## src/rtl/core/tvss_pkg.sv

```systemverilog
// Shared types, constants and the preset table of the three-voice sequencer.
// Used by tvss_lvl_div and three_voice_sfx_sequencer_core; depends on nothing.
`timescale 1ns / 1ps

package tvss_pkg;

  localparam int VOICE_COUNT_DEF = 3;
  localparam int FRAME_BYTES     = 26;
  localparam int GROUP_BYTES     = 7;

  // level*ticks_left width, also the number of divider steps
  localparam int PROD_W = 9;

  localparam logic [6:0]  LOUD_VOLUME   = 7'd120;
  localparam logic [3:0]  LEVEL_MAX     = 4'd15;
  localparam logic [15:0] FREQ_MAX      = 16'd65535;
  localparam logic [7:0]  FR_CTRL_VALUE = 8'h08;
  localparam logic [7:0]  FR_WAVE_GATE  = 8'h01;
  localparam logic [7:0]  FR_ENV_VALUE  = 8'h02;
  localparam logic [3:0]  FR_LVL_LOW    = 4'h2;
  localparam logic [7:0]  FR_VOL_ON     = 8'd15;

  // byte offsets inside one voice group of the frame
  localparam logic [2:0] OFF_FREQ_LO = 3'd0;
  localparam logic [2:0] OFF_FREQ_HI = 3'd1;
  localparam logic [2:0] OFF_PAD     = 3'd2;
  localparam logic [2:0] OFF_CTRL    = 3'd3;
  localparam logic [2:0] OFF_WAVE    = 3'd4;
  localparam logic [2:0] OFF_ENV     = 3'd5;
  localparam logic [2:0] OFF_LEVEL   = 3'd6;

  typedef enum logic [2:0] {
    OP_START     = 3'd0,
    OP_STOP      = 3'd1,
    OP_TICK      = 3'd2,
    OP_RESET_ALL = 3'd3,
    OP_READ      = 3'd4
  } op_t;

  typedef enum logic [2:0] {
    ST_IDLE,
    ST_RESP,
    ST_TICK_RD,
    ST_TICK_WR,
    ST_RD_ISSUE,
    ST_RD_LOAD,
    ST_RD_DIV,
    ST_EMIT
  } state_t;

  typedef struct packed {
    logic [15:0] freq;
    logic [15:0] slide;
    logic [4:0]  ticks;
    logic [4:0]  dur;
    logic [3:0]  level;
    logic [7:0]  wave;
    logic        retrig;
  } voice_t;

  typedef struct packed {
    logic        active;
    logic        retrig;
    logic [15:0] freq;
    logic [7:0]  wave;
    logic [3:0]  lvl;
  } snap_t;

  typedef struct packed {
    logic [7:0]  wave;
    logic [15:0] freq;
    logic [15:0] slide;
    logic [4:0]  dur;
  } preset_t;

  typedef struct packed {
    logic              start;
    logic [PROD_W-1:0] dividend;
    logic [4:0]        divisor;
  } div_req_t;

  typedef struct packed {
    logic       done;
    logic [3:0] quotient;
  } div_rsp_t;

  function automatic preset_t preset_lookup(input logic [2:0] cls);
    preset_t p;
    unique case (cls)
      3'd0:    p = '{wave: 8'h20, freq: 16'd2800,  slide: 16'hFF9C, dur: 5'd9};
      3'd1:    p = '{wave: 8'h80, freq: 16'd13000, slide: 16'hF894, dur: 5'd5};
      3'd2:    p = '{wave: 8'h80, freq: 16'd17000, slide: 16'hFB50, dur: 5'd10};
      3'd3:    p = '{wave: 8'h80, freq: 16'd9000,  slide: 16'hFF9C, dur: 5'd3};
      3'd4:    p = '{wave: 8'h40, freq: 16'd1900,  slide: 16'd35,   dur: 5'd18};
      3'd5:    p = '{wave: 8'h10, freq: 16'd8500,  slide: 16'd600,  dur: 5'd8};
      3'd6:    p = '{wave: 8'h20, freq: 16'd2200,  slide: 16'hFF56, dur: 5'd7};
      default: p = '{wave: 8'h80, freq: 16'd6000,  slide: 16'hFF24, dur: 5'd18};
    endcase
    return p;
  endfunction

endpackage

```

## src/rtl/core/three_voice_sfx_sequencer_core.sv

```systemverilog
// Top level of the three-voice sound-effect sequencer.
// Uses tvss_pkg, tvss_ram (voice state) and tvss_lvl_div (frame level).
`timescale 1ns / 1ps
//
// Usage:
//   in_* carries commands: in_tuser is the opcode, in_tdata the arguments.
//   out_* carries results: one status transfer per start, 26 frame-byte
//   transfers per read (out_tlast on byte 25). Stop, tick, reset all and
//   unused opcodes produce nothing.
// Command handling:
//   start loads its status into the output register, stop clears
//   one valid bit and reset all clears them all, tick reads then writes
//   back one RAM entry per voice, read does per voice a RAM read, then a
//   9-step bit-serial division for the level, followed by the frame bytes.
//   A new command is taken only when the previous one is done; the pending
//   result may still sit in the output register at that time.
// Reset clears all per-entry valid bits, so every voice reads as silent;
// no clearing pass is needed. When out_tready is low the output register
// holds and a frame read pauses until the byte is taken.

module three_voice_sfx_sequencer_core #(
  parameter int VOICE_COUNT = tvss_pkg::VOICE_COUNT_DEF
) (
  input  logic        clk,
  input  logic        rst_n,
  input  logic        in_tvalid,
  output logic        in_tready,
  input  logic [2:0]  in_tuser,   // [2:0] opcode
  input  logic [15:0] in_tdata,   // [1:0] channel, [4:2] preset_class, [5] sound_known,
                                  // [12:6] volume_request, [15:13] zero
  output logic        out_tvalid,
  input  logic        out_tready,
  output logic [15:0] out_tdata,  // [0] status, [5:1] byte_index, [13:6] byte_value,
                                  // [15:14] zero
  output logic        out_tlast   // last
);

  localparam int VW = (VOICE_COUNT > 1) ? $clog2(VOICE_COUNT) : 1;
  localparam int EW = $bits(tvss_pkg::voice_t);

  tvss_pkg::state_t state_r, state_nxt;
  logic [VW-1:0]    voice_r, voice_nxt;
  logic [VOICE_COUNT-1:0] valid_r, valid_nxt;
  tvss_pkg::snap_t  snap_r [VOICE_COUNT];
  tvss_pkg::snap_t  snap_nxt [VOICE_COUNT];
  logic [4:0]       byte_r, byte_nxt;
  logic [1:0]       grp_r, grp_nxt;
  logic [2:0]       off_r, off_nxt;
  logic             status_r, status_nxt;

  logic             out_valid_r, out_valid_nxt;
  logic             out_status_r, out_status_nxt;
  logic [4:0]       out_idx_r, out_idx_nxt;
  logic [7:0]       out_val_r, out_val_nxt;
  logic             out_last_r, out_last_nxt;

  logic             wr_en;
  logic [VW-1:0]    wr_addr;
  tvss_pkg::voice_t wr_data;
  tvss_pkg::voice_t rd_data;
  tvss_pkg::voice_t ent;
  tvss_pkg::voice_t ent_tick;
  tvss_pkg::voice_t ent_start;
  tvss_pkg::preset_t preset;
  tvss_pkg::div_req_t div_req;
  tvss_pkg::div_rsp_t div_rsp;

  logic [1:0]       in_ch;
  logic [2:0]       in_cls;
  logic             in_known;
  logic [6:0]       in_vol;
  tvss_pkg::op_t    in_op;
  logic             ch_ok;
  logic [3:0]       start_level;
  logic [17:0]      freq_sum;
  logic             out_free;
  logic             last_voice;
  logic             grp_ok;
  tvss_pkg::snap_t  grp_snap;
  logic [7:0]       retrig_byte;
  logic             any_active;
  logic [7:0]       emit_val;

  assign in_op    = tvss_pkg::op_t'(in_tuser);
  assign in_ch    = in_tdata[1:0];
  assign in_cls   = in_tdata[4:2];
  assign in_known = in_tdata[5];
  assign in_vol   = in_tdata[12:6];
  assign ch_ok    = {1'b0, in_ch} < 3'(VOICE_COUNT);

  assign in_tready = (state_r == tvss_pkg::ST_IDLE);
  assign out_free  = !out_valid_r || out_tready;
  assign last_voice = (voice_r == VW'(VOICE_COUNT - 1));

  tvss_ram #(
    .WIDTH (EW),
    .DEPTH (VOICE_COUNT),
    .AW    (VW)
  ) u_voice_ram (
    .clk     (clk),
    .wr_en   (wr_en),
    .wr_addr (wr_addr),
    .wr_data (wr_data),
    .rd_addr (voice_r),
    .rd_data (rd_data)
  );

  tvss_lvl_div u_lvl_div (
    .clk   (clk),
    .rst_n (rst_n),
    .req   (div_req),
    .rsp   (div_rsp)
  );

  // an entry never written since reset, stop or clear reads as zero
  assign ent = valid_r[voice_r] ? rd_data : '0;

  assign freq_sum = 18'({2'b00, ent.freq}) + {{2{ent.slide[15]}}, ent.slide};

  always_comb begin
    ent_tick        = ent;
    ent_tick.retrig = 1'b0;
    if (ent.ticks != 5'd0) begin
      ent_tick.ticks = ent.ticks - 5'd1;
      if ($signed(freq_sum) < 18'sd1) begin
        ent_tick.freq = 16'd1;
      end else if ($signed(freq_sum) > $signed({2'b00, tvss_pkg::FREQ_MAX})) begin
        ent_tick.freq = tvss_pkg::FREQ_MAX;
      end else begin
        ent_tick.freq = freq_sum[15:0];
      end
    end
  end

  assign preset      = tvss_pkg::preset_lookup(in_cls);
  assign start_level = (in_vol >= tvss_pkg::LOUD_VOLUME) ? tvss_pkg::LEVEL_MAX
                                                         : 4'(({1'b0, in_vol} + 8'd7) >> 3);

  always_comb begin
    ent_start.freq   = preset.freq;
    ent_start.slide  = preset.slide;
    ent_start.ticks  = preset.dur;
    ent_start.dur    = preset.dur;
    ent_start.level  = start_level;
    ent_start.wave   = preset.wave;
    ent_start.retrig = 1'b1;
  end

  // frame byte source
  assign grp_ok   = grp_r < 2'(VOICE_COUNT);
  assign grp_snap = snap_r[grp_r[VW-1:0]];

  always_comb begin
    retrig_byte = '0;
    any_active  = 1'b0;
    for (int i = 0; i < VOICE_COUNT; i++) begin
      retrig_byte[i] = snap_r[i].active && snap_r[i].retrig;
      any_active     = any_active || snap_r[i].active;
    end
  end

  always_comb begin
    emit_val = '0;
    if (byte_r == 5'd0) begin
      emit_val = retrig_byte;
    end else if (byte_r == 5'(tvss_pkg::FRAME_BYTES - 1)) begin
      emit_val = any_active ? tvss_pkg::FR_VOL_ON : 8'd0;
    end else if (grp_ok && grp_snap.active) begin
      unique case (off_r)
        tvss_pkg::OFF_FREQ_LO: emit_val = grp_snap.freq[7:0];
        tvss_pkg::OFF_FREQ_HI: emit_val = grp_snap.freq[15:8];
        tvss_pkg::OFF_PAD:     emit_val = 8'd0;
        tvss_pkg::OFF_CTRL:    emit_val = tvss_pkg::FR_CTRL_VALUE;
        tvss_pkg::OFF_WAVE:    emit_val = grp_snap.wave | tvss_pkg::FR_WAVE_GATE;
        tvss_pkg::OFF_ENV:     emit_val = tvss_pkg::FR_ENV_VALUE;
        tvss_pkg::OFF_LEVEL:   emit_val = {grp_snap.lvl, tvss_pkg::FR_LVL_LOW};
        default:               emit_val = 8'd0;
      endcase
    end
  end

  always_comb begin
    state_nxt      = state_r;
    voice_nxt      = voice_r;
    valid_nxt      = valid_r;
    snap_nxt       = snap_r;
    byte_nxt       = byte_r;
    grp_nxt        = grp_r;
    off_nxt        = off_r;
    status_nxt     = status_r;
    out_valid_nxt  = out_valid_r && !out_tready;
    out_status_nxt = out_status_r;
    out_idx_nxt    = out_idx_r;
    out_val_nxt    = out_val_r;
    out_last_nxt   = out_last_r;
    wr_en          = 1'b0;
    wr_addr        = voice_r;
    wr_data        = ent_tick;
    div_req        = '0;

    unique case (state_r)
      tvss_pkg::ST_IDLE: begin
        if (in_tvalid) begin
          unique case (in_op)
            tvss_pkg::OP_START: begin
              status_nxt = !(ch_ok && in_known);
              if (ch_ok && in_known) begin
                valid_nxt[in_ch[VW-1:0]] = (in_vol != 7'd0);
                wr_en   = (in_vol != 7'd0);
                wr_addr = in_ch[VW-1:0];
                wr_data = ent_start;
              end
              state_nxt = tvss_pkg::ST_RESP;
            end
            tvss_pkg::OP_STOP: begin
              if (ch_ok) begin
                valid_nxt[in_ch[VW-1:0]] = 1'b0;
              end
            end
            tvss_pkg::OP_TICK: begin
              voice_nxt = '0;
              state_nxt = tvss_pkg::ST_TICK_RD;
            end
            tvss_pkg::OP_RESET_ALL: begin
              valid_nxt = '0;
            end
            tvss_pkg::OP_READ: begin
              voice_nxt = '0;
              state_nxt = tvss_pkg::ST_RD_ISSUE;
            end
            default: begin
            end
          endcase
        end
      end

      tvss_pkg::ST_RESP: begin
        if (out_free) begin
          out_valid_nxt  = 1'b1;
          out_status_nxt = status_r;
          out_idx_nxt    = '0;
          out_val_nxt    = '0;
          out_last_nxt   = 1'b1;
          state_nxt      = tvss_pkg::ST_IDLE;
        end
      end

      tvss_pkg::ST_TICK_RD: begin
        state_nxt = tvss_pkg::ST_TICK_WR;
      end

      tvss_pkg::ST_TICK_WR: begin
        wr_en = valid_r[voice_r];
        if (last_voice) begin
          state_nxt = tvss_pkg::ST_IDLE;
        end else begin
          voice_nxt = voice_r + VW'(1);
          state_nxt = tvss_pkg::ST_TICK_RD;
        end
      end

      tvss_pkg::ST_RD_ISSUE: begin
        state_nxt = tvss_pkg::ST_RD_LOAD;
      end

      tvss_pkg::ST_RD_LOAD: begin
        snap_nxt[voice_r].active = (ent.ticks != 5'd0);
        snap_nxt[voice_r].retrig = ent.retrig;
        snap_nxt[voice_r].freq   = ent.freq;
        snap_nxt[voice_r].wave   = ent.wave;
        div_req.start    = 1'b1;
        div_req.dividend = {5'd0, ent.level} * {4'd0, ent.ticks};
        div_req.divisor  = ent.dur;
        state_nxt = tvss_pkg::ST_RD_DIV;
      end

      tvss_pkg::ST_RD_DIV: begin
        if (div_rsp.done) begin
          snap_nxt[voice_r].lvl = div_rsp.quotient;
          if (last_voice) begin
            byte_nxt  = '0;
            grp_nxt   = '0;
            off_nxt   = '0;
            state_nxt = tvss_pkg::ST_EMIT;
          end else begin
            voice_nxt = voice_r + VW'(1);
            state_nxt = tvss_pkg::ST_RD_ISSUE;
          end
        end
      end

      tvss_pkg::ST_EMIT: begin
        if (out_free) begin
          out_valid_nxt  = 1'b1;
          out_status_nxt = 1'b0;
          out_idx_nxt    = byte_r;
          out_val_nxt    = emit_val;
          out_last_nxt   = (byte_r == 5'(tvss_pkg::FRAME_BYTES - 1));
          if (byte_r == 5'(tvss_pkg::FRAME_BYTES - 1)) begin
            state_nxt = tvss_pkg::ST_IDLE;
          end else begin
            byte_nxt = byte_r + 5'd1;
            // advance the voice group walk on group bytes only
            if (byte_r != 5'd0) begin
              if (off_r == 3'(tvss_pkg::GROUP_BYTES - 1)) begin
                off_nxt = '0;
                grp_nxt = grp_r + 2'd1;
              end else begin
                off_nxt = off_r + 3'd1;
              end
            end
          end
        end
      end

      default: begin
        state_nxt = tvss_pkg::ST_IDLE;
      end
    endcase
  end

  always_ff @(posedge clk) begin
    if (!rst_n) begin
      state_r     <= tvss_pkg::ST_IDLE;
      valid_r     <= '0;
      voice_r     <= '0;
      byte_r      <= '0;
      grp_r       <= '0;
      off_r       <= '0;
      out_valid_r <= 1'b0;
    end else begin
      state_r     <= state_nxt;
      valid_r     <= valid_nxt;
      voice_r     <= voice_nxt;
      byte_r      <= byte_nxt;
      grp_r       <= grp_nxt;
      off_r       <= off_nxt;
      out_valid_r <= out_valid_nxt;
    end
  end

  always_ff @(posedge clk) begin
    snap_r       <= snap_nxt;
    status_r     <= status_nxt;
    out_status_r <= out_status_nxt;
    out_idx_r    <= out_idx_nxt;
    out_val_r    <= out_val_nxt;
    out_last_r   <= out_last_nxt;
  end

  assign out_tvalid = out_valid_r;
  assign out_tdata  = {2'b00, out_val_r, out_idx_r, out_status_r};
  assign out_tlast  = out_last_r;

  a_read_enters_fetch: assert property (@(posedge clk) disable iff (!rst_n)
    in_tvalid && in_tready && in_tuser == tvss_pkg::OP_READ
      |=> state_r == tvss_pkg::ST_RD_ISSUE)
    else $error("read command did not start the voice fetch");

  a_index_in_frame: assert property (@(posedge clk) disable iff (!rst_n)
    out_valid_r |-> out_idx_r <= 5'(tvss_pkg::FRAME_BYTES - 1))
    else $error("frame byte index beyond the frame");

  a_last_only_at_end: assert property (@(posedge clk) disable iff (!rst_n)
    out_valid_r && out_idx_r == 5'(tvss_pkg::FRAME_BYTES - 1) |-> out_last_r)
    else $error("final frame byte without last");

  a_no_write_while_emitting: assert property (@(posedge clk) disable iff (!rst_n)
    state_r == tvss_pkg::ST_EMIT |-> !wr_en)
    else $error("voice RAM written during frame output");

endmodule

```

## src/rtl/core/tvss_ram.sv

```systemverilog
// Generic single-write, single-read RAM with registered read data.
// Holds the per-voice state; depends on nothing.
`timescale 1ns / 1ps

module tvss_ram #(
  parameter int WIDTH = 8,
  parameter int DEPTH = 4,
  parameter int AW    = (DEPTH > 1) ? $clog2(DEPTH) : 1
) (
  input  logic             clk,
  input  logic             wr_en,
  input  logic [AW-1:0]    wr_addr,
  input  logic [WIDTH-1:0] wr_data,
  input  logic [AW-1:0]    rd_addr,
  output logic [WIDTH-1:0] rd_data
);

  logic [WIDTH-1:0] mem [DEPTH];

  always_ff @(posedge clk) begin
    if (wr_en) begin
      mem[wr_addr] <= wr_data;
    end
    rd_data <= mem[rd_addr];
  end

endmodule

```

## src/rtl/core/tvss_lvl_div.sv

```systemverilog
// Bit-serial restoring divider for the frame level: (level*ticks_left)/duration.
// One quotient bit per cycle; uses tvss_pkg.
`timescale 1ns / 1ps

module tvss_lvl_div (
  input  logic               clk,
  input  logic               rst_n,
  input  tvss_pkg::div_req_t req,
  output tvss_pkg::div_rsp_t rsp
);

  localparam int CW = $clog2(tvss_pkg::PROD_W + 1);

  logic [tvss_pkg::PROD_W-1:0] quo_r, quo_nxt;
  logic [4:0]                  rem_r, rem_nxt;
  logic [4:0]                  div_r, div_nxt;
  logic [CW-1:0]               cnt_r, cnt_nxt;
  logic                        busy_r, busy_nxt;
  logic                        done_r, done_nxt;
  logic [5:0]                  trial;

  assign trial = {rem_r, quo_r[tvss_pkg::PROD_W-1]};

  always_comb begin
    quo_nxt  = quo_r;
    rem_nxt  = rem_r;
    div_nxt  = div_r;
    cnt_nxt  = cnt_r;
    busy_nxt = busy_r;
    done_nxt = 1'b0;
    if (req.start) begin
      quo_nxt  = req.dividend;
      rem_nxt  = '0;
      div_nxt  = req.divisor;
      cnt_nxt  = CW'(tvss_pkg::PROD_W);
      busy_nxt = 1'b1;
    end else if (busy_r) begin
      // shift one dividend bit in, subtract when it fits
      if (trial >= {1'b0, div_r}) begin
        rem_nxt = 5'(trial - {1'b0, div_r});
        quo_nxt = {quo_r[tvss_pkg::PROD_W-2:0], 1'b1};
      end else begin
        rem_nxt = trial[4:0];
        quo_nxt = {quo_r[tvss_pkg::PROD_W-2:0], 1'b0};
      end
      cnt_nxt = cnt_r - CW'(1);
      if (cnt_r == CW'(1)) begin
        busy_nxt = 1'b0;
        done_nxt = 1'b1;
      end
    end
  end

  always_ff @(posedge clk) begin
    if (!rst_n) begin
      busy_r <= 1'b0;
      done_r <= 1'b0;
      cnt_r  <= '0;
    end else begin
      busy_r <= busy_nxt;
      done_r <= done_nxt;
      cnt_r  <= cnt_nxt;
    end
  end

  always_ff @(posedge clk) begin
    quo_r <= quo_nxt;
    rem_r <= rem_nxt;
    div_r <= div_nxt;
  end

  // zero duration reads as level zero
  assign rsp.done     = done_r;
  assign rsp.quotient = (div_r == 5'd0) ? 4'd0 : quo_r[3:0];

endmodule
```

## config.mk

```make
export PLATFORM = sky130hd
export DESIGN_NAME = three_voice_sfx_sequencer_core
export DESIGN_NICKNAME = d
export VERILOG_FILES = /design/src/rtl/core/tvss_pkg.sv /design/src/rtl/core/three_voice_sfx_sequencer_core.sv /design/src/rtl/core/tvss_ram.sv /design/src/rtl/core/tvss_lvl_div.sv
export SDC_FILE = /design/constraint.sdc
export NUM_CORES = 1
export LEC_CHECK = 0
export BUFFER_PORTS_ARGS = -buffer_cell sky130_fd_sc_hd__buf_2
export CORE_UTILIZATION = 40
export CTS_BUF_LIST = sky130_fd_sc_hd__clkbuf_2
export DETAILED_ROUTE_END_ITERATION = 10
export SLEW_MARGIN = 15
export SYNTH_ARGS = -nofsm -noshare
export SYNTH_HDL_FRONTEND = slang
export SYNTH_HIERARCHICAL = 1
export SYNTH_SLANG_ARGS = --single-unit
```

## constraint.sdc

```tcl
create_clock -name clk -period 8 [get_ports clk]
set_clock_uncertainty 0.2 [all_clocks]
set_input_delay 0 -clock clk [delete_from_list [all_inputs] [get_ports clk]]
set_output_delay 0 -clock clk [all_outputs]
set_load 0.02 [all_outputs]
```

==> results.json <==
{
  "syn-mean-instance-area_um2": 11.3,
  "finalCriticalPeriod_ns": 5.47,
  "grt_pass1_vias": 11763,
  "grt_overflow_total": 0,
  "vias": 11908,
  "io_buffer_count": 36,
  "post-cts-setup-buffer-count": 0,
  "report.final.slew_viol_count": 0,
  "wl_um": 40700,
  "die_w_um": 209,
  "drt-pass1-iter-count": 6,
  "postSynthCellCount": 1524,
  "cts.sinks": 363,
  "vdd_drop_max_uv": 78.6,
  "worstHoldPathType": "in2reg",
  "worstPathMaxFanout": 39,
  "final_nets": 1723,
  "drtAntennaViolNets": 0,
  "clk_latency_ns": 0.98,
  "antenna_found_initial": 1,
  "wl_per_cell_um": 17.9,
  "die_h_um": 209,
  "worstPathRequired_ns": 8.44,
  "p_per_area_nw_per_um2": 200,
  "area_growth_pct": 11.7,
  "place.gp.congestion": 0.881,
  "whs_path_depth": 4,
  "grt_max_degree": 69,
  "drc": 0,
  "crit_arrival_ns": 5.91,
  "grt_usage": 0.189,
  "cts_htree_levels": 3,
  "utilization": 0.455,
  "leakage_uw": 0.00745,
  "outcome": "completed",
  "setup_viol": 0,
  "row_count": 75,
  "ctsLongestPathBuffers": 3,
  "clockRootBuffer": "clkbuf_2",
  "die_area_um2": 43900,
  "drt-initial-drc-count": 834,
  "startpoint_type": "register",
  "finalCritPeriodShare": 0.684,
  "cts.clk_slew.worst_paths_ns": 0.11,
  "hpwl_um": 25500,
  "tns_ns": 0,
  "cts_tree": "yes",
  "vias_per_cell": 5.25,
  "mappedNetlistArea_um2": 17200,
  "worst_pin_slew_ns": 1.09,
  "hold_end": "u_voice_ram/mem[2][48]",
  "drive_gt1_frac": 0.143,
  "coreArea_um2": 42200,
  "initial_core_util": 0.408,
  "r2r_start": "voice_r[0]",
  "cts_made_buffers": 93,
  "end_kind": "register",
  "drv_cap": 0,
  "synth_warnings": 6,
  "maxSlewHeadroom": 0.273,
  "path_class": "reg2reg",
  "grt_pass1_wl_um": 63900,
  "r2r_end": "u_voice_ram/mem[2][42]",
  "max_clock_freq_ghz": 0.183,
  "rsz0062_at_grt": "no",
  "hold_viol": 0,
  "rr_worst_depth": 14,
  "hold_path.startpoint": "in_tdata[4]",
  "io_pins": 42,
  "reg2reg_slack_ns": 2.53
}
[worst max-delay path by stage]
stage | slack (ns) | depth (start not counted) | end | startpoint
3_3_place_gp | 2.55 | 15 | u_lvl_div/quo_r[7] | voice_r[0]
4_1_cts | 2.52 | 16 | u_lvl_div/quo_r[8] | voice_r[0]
6_report | 2.53 | 14 | u_voice_ram/mem[2][42] | voice_r[0]
2_1_floorplan | 0.89 | 10 | u_voice_ram/mem[0][0] | state_r[0]
5_1_grt | 2.25 | 16 | u_lvl_div/quo_r[8] | voice_r[0]
3_5_place_dp | 2.52 | 15 | u_lvl_div/quo_r[7] | voice_r[0]
[layout by cell type, fill, tap and decap left out, types with 16 or more instances in the layout]
cell	count
and3_1	57
edfxtp_1	279
nor2_1	157
dlygate4sd3_1	57
a21o_1	19
nor2b_1	20
xnor2_1	23
inv_1	60
o21ai_1	48
clkinv_1	24
nand2_1	164
xor2_1	16
ha_1	46
nand3_1	34
dfxtp_1	82
o21ai_0	61
clkbuf_2	143
a21oi_1	53
and2_1	33
mux2i_1	83
buf_2	36
[final cells by class]
type	count	area (µm²)
tap	539	674
fill	3965	23000
clock inverter	33	164
sequential	363	10100
timing repair buffer	107	856
inverter	61	229
antenna	1	2.50
clock buffer	143	716
multi-input combinational	1020	6520
[state kept, by name, summed over array words and instances (netlist names)]
| register | count |
|---|---|
| u_voice_ram/mem | 162 |
| snap_r | 87 |
| u_voice_ram/rd_data | 54 |
| u_lvl_div/quo_r | 9 |
| out_val_r | 8 |
| byte_r | 5 |
| out_idx_r | 5 |
| u_lvl_div/div_r | 5 |
| u_lvl_div/rem_r | 5 |
| u_lvl_div/cnt_r | 4 |
| off_r | 3 |
| state_r | 3 |
| valid_r | 3 |
| grp_r | 2 |
| voice_r | 2 |
| out_status_r | 1 |
| out_tlast | 1 |
| out_tvalid | 1 |
| status_r | 1 |
| u_lvl_div/busy_r | 1 |
| u_lvl_div/done_r | 1 |
[per-stage QoR]
step / setup slack [ns] / instances / area, µm² / power (µW) / hold slack (ns)
floorplan: 0.890 / 1525 / 17200 / 2460 / -0.0865
global placement: 2.55 / 2033 / 17800 / 2560 / 0.0638
detailed placement: 2.52 / 2033 / 17800 / 2570 / 0.0690
CTS: 2.52 / 2266 / 19200 / 3890 / 0.000507
global route: 2.25 / 2267 / 19200 / 4040 / 0.0796
finish: 2.53 / 2267 / 19200 / 3840 / 0.138
[timing repair]
| action | in CTS | in global routing |
|---|---|---|
| resized for setup | 0 | 0 |
| endpoints found under the hold margin | 351 | 0 |
| hold buffers | 57 | 0 |
[report_power, final]
| group | switching, µW | internal, µW | leakage [µW] |
|---|---|---|---|
| clock | 751 | 513 | 0.000677 |
| sequential | 60.6 | 2090 | 0.00338 |
| combinational | 246 | 176 | 0.00339 |
| total | 1060 | 2780 | 0.00745 |
[layer usage]
layer | GRT usage | wire length, µm
met5 | 0 | 0
met4 | 0.0780 | 992
met3 | 0.0355 | 2080
met2 | 0.314 | 19500
met1 | 0.241 | 18100
[critical path, stage by stage (launching register included)]
cell and delay [ns]:
dfxtp_4 0.72, mux2_4 0.38, o211a_4 0.41, nand2_1 0.29, inv_1 0.08, ha_1 0.25
fa_1 0.41, a21o_1 0.20, maj3_1 0.45, a311oi_1 0.41, o21ai_1 0.12, o221a_2 0.16
and3_4 0.19, nor2_2 0.53, a31oi_1 0.31
(Power assumes the default switching activity.)
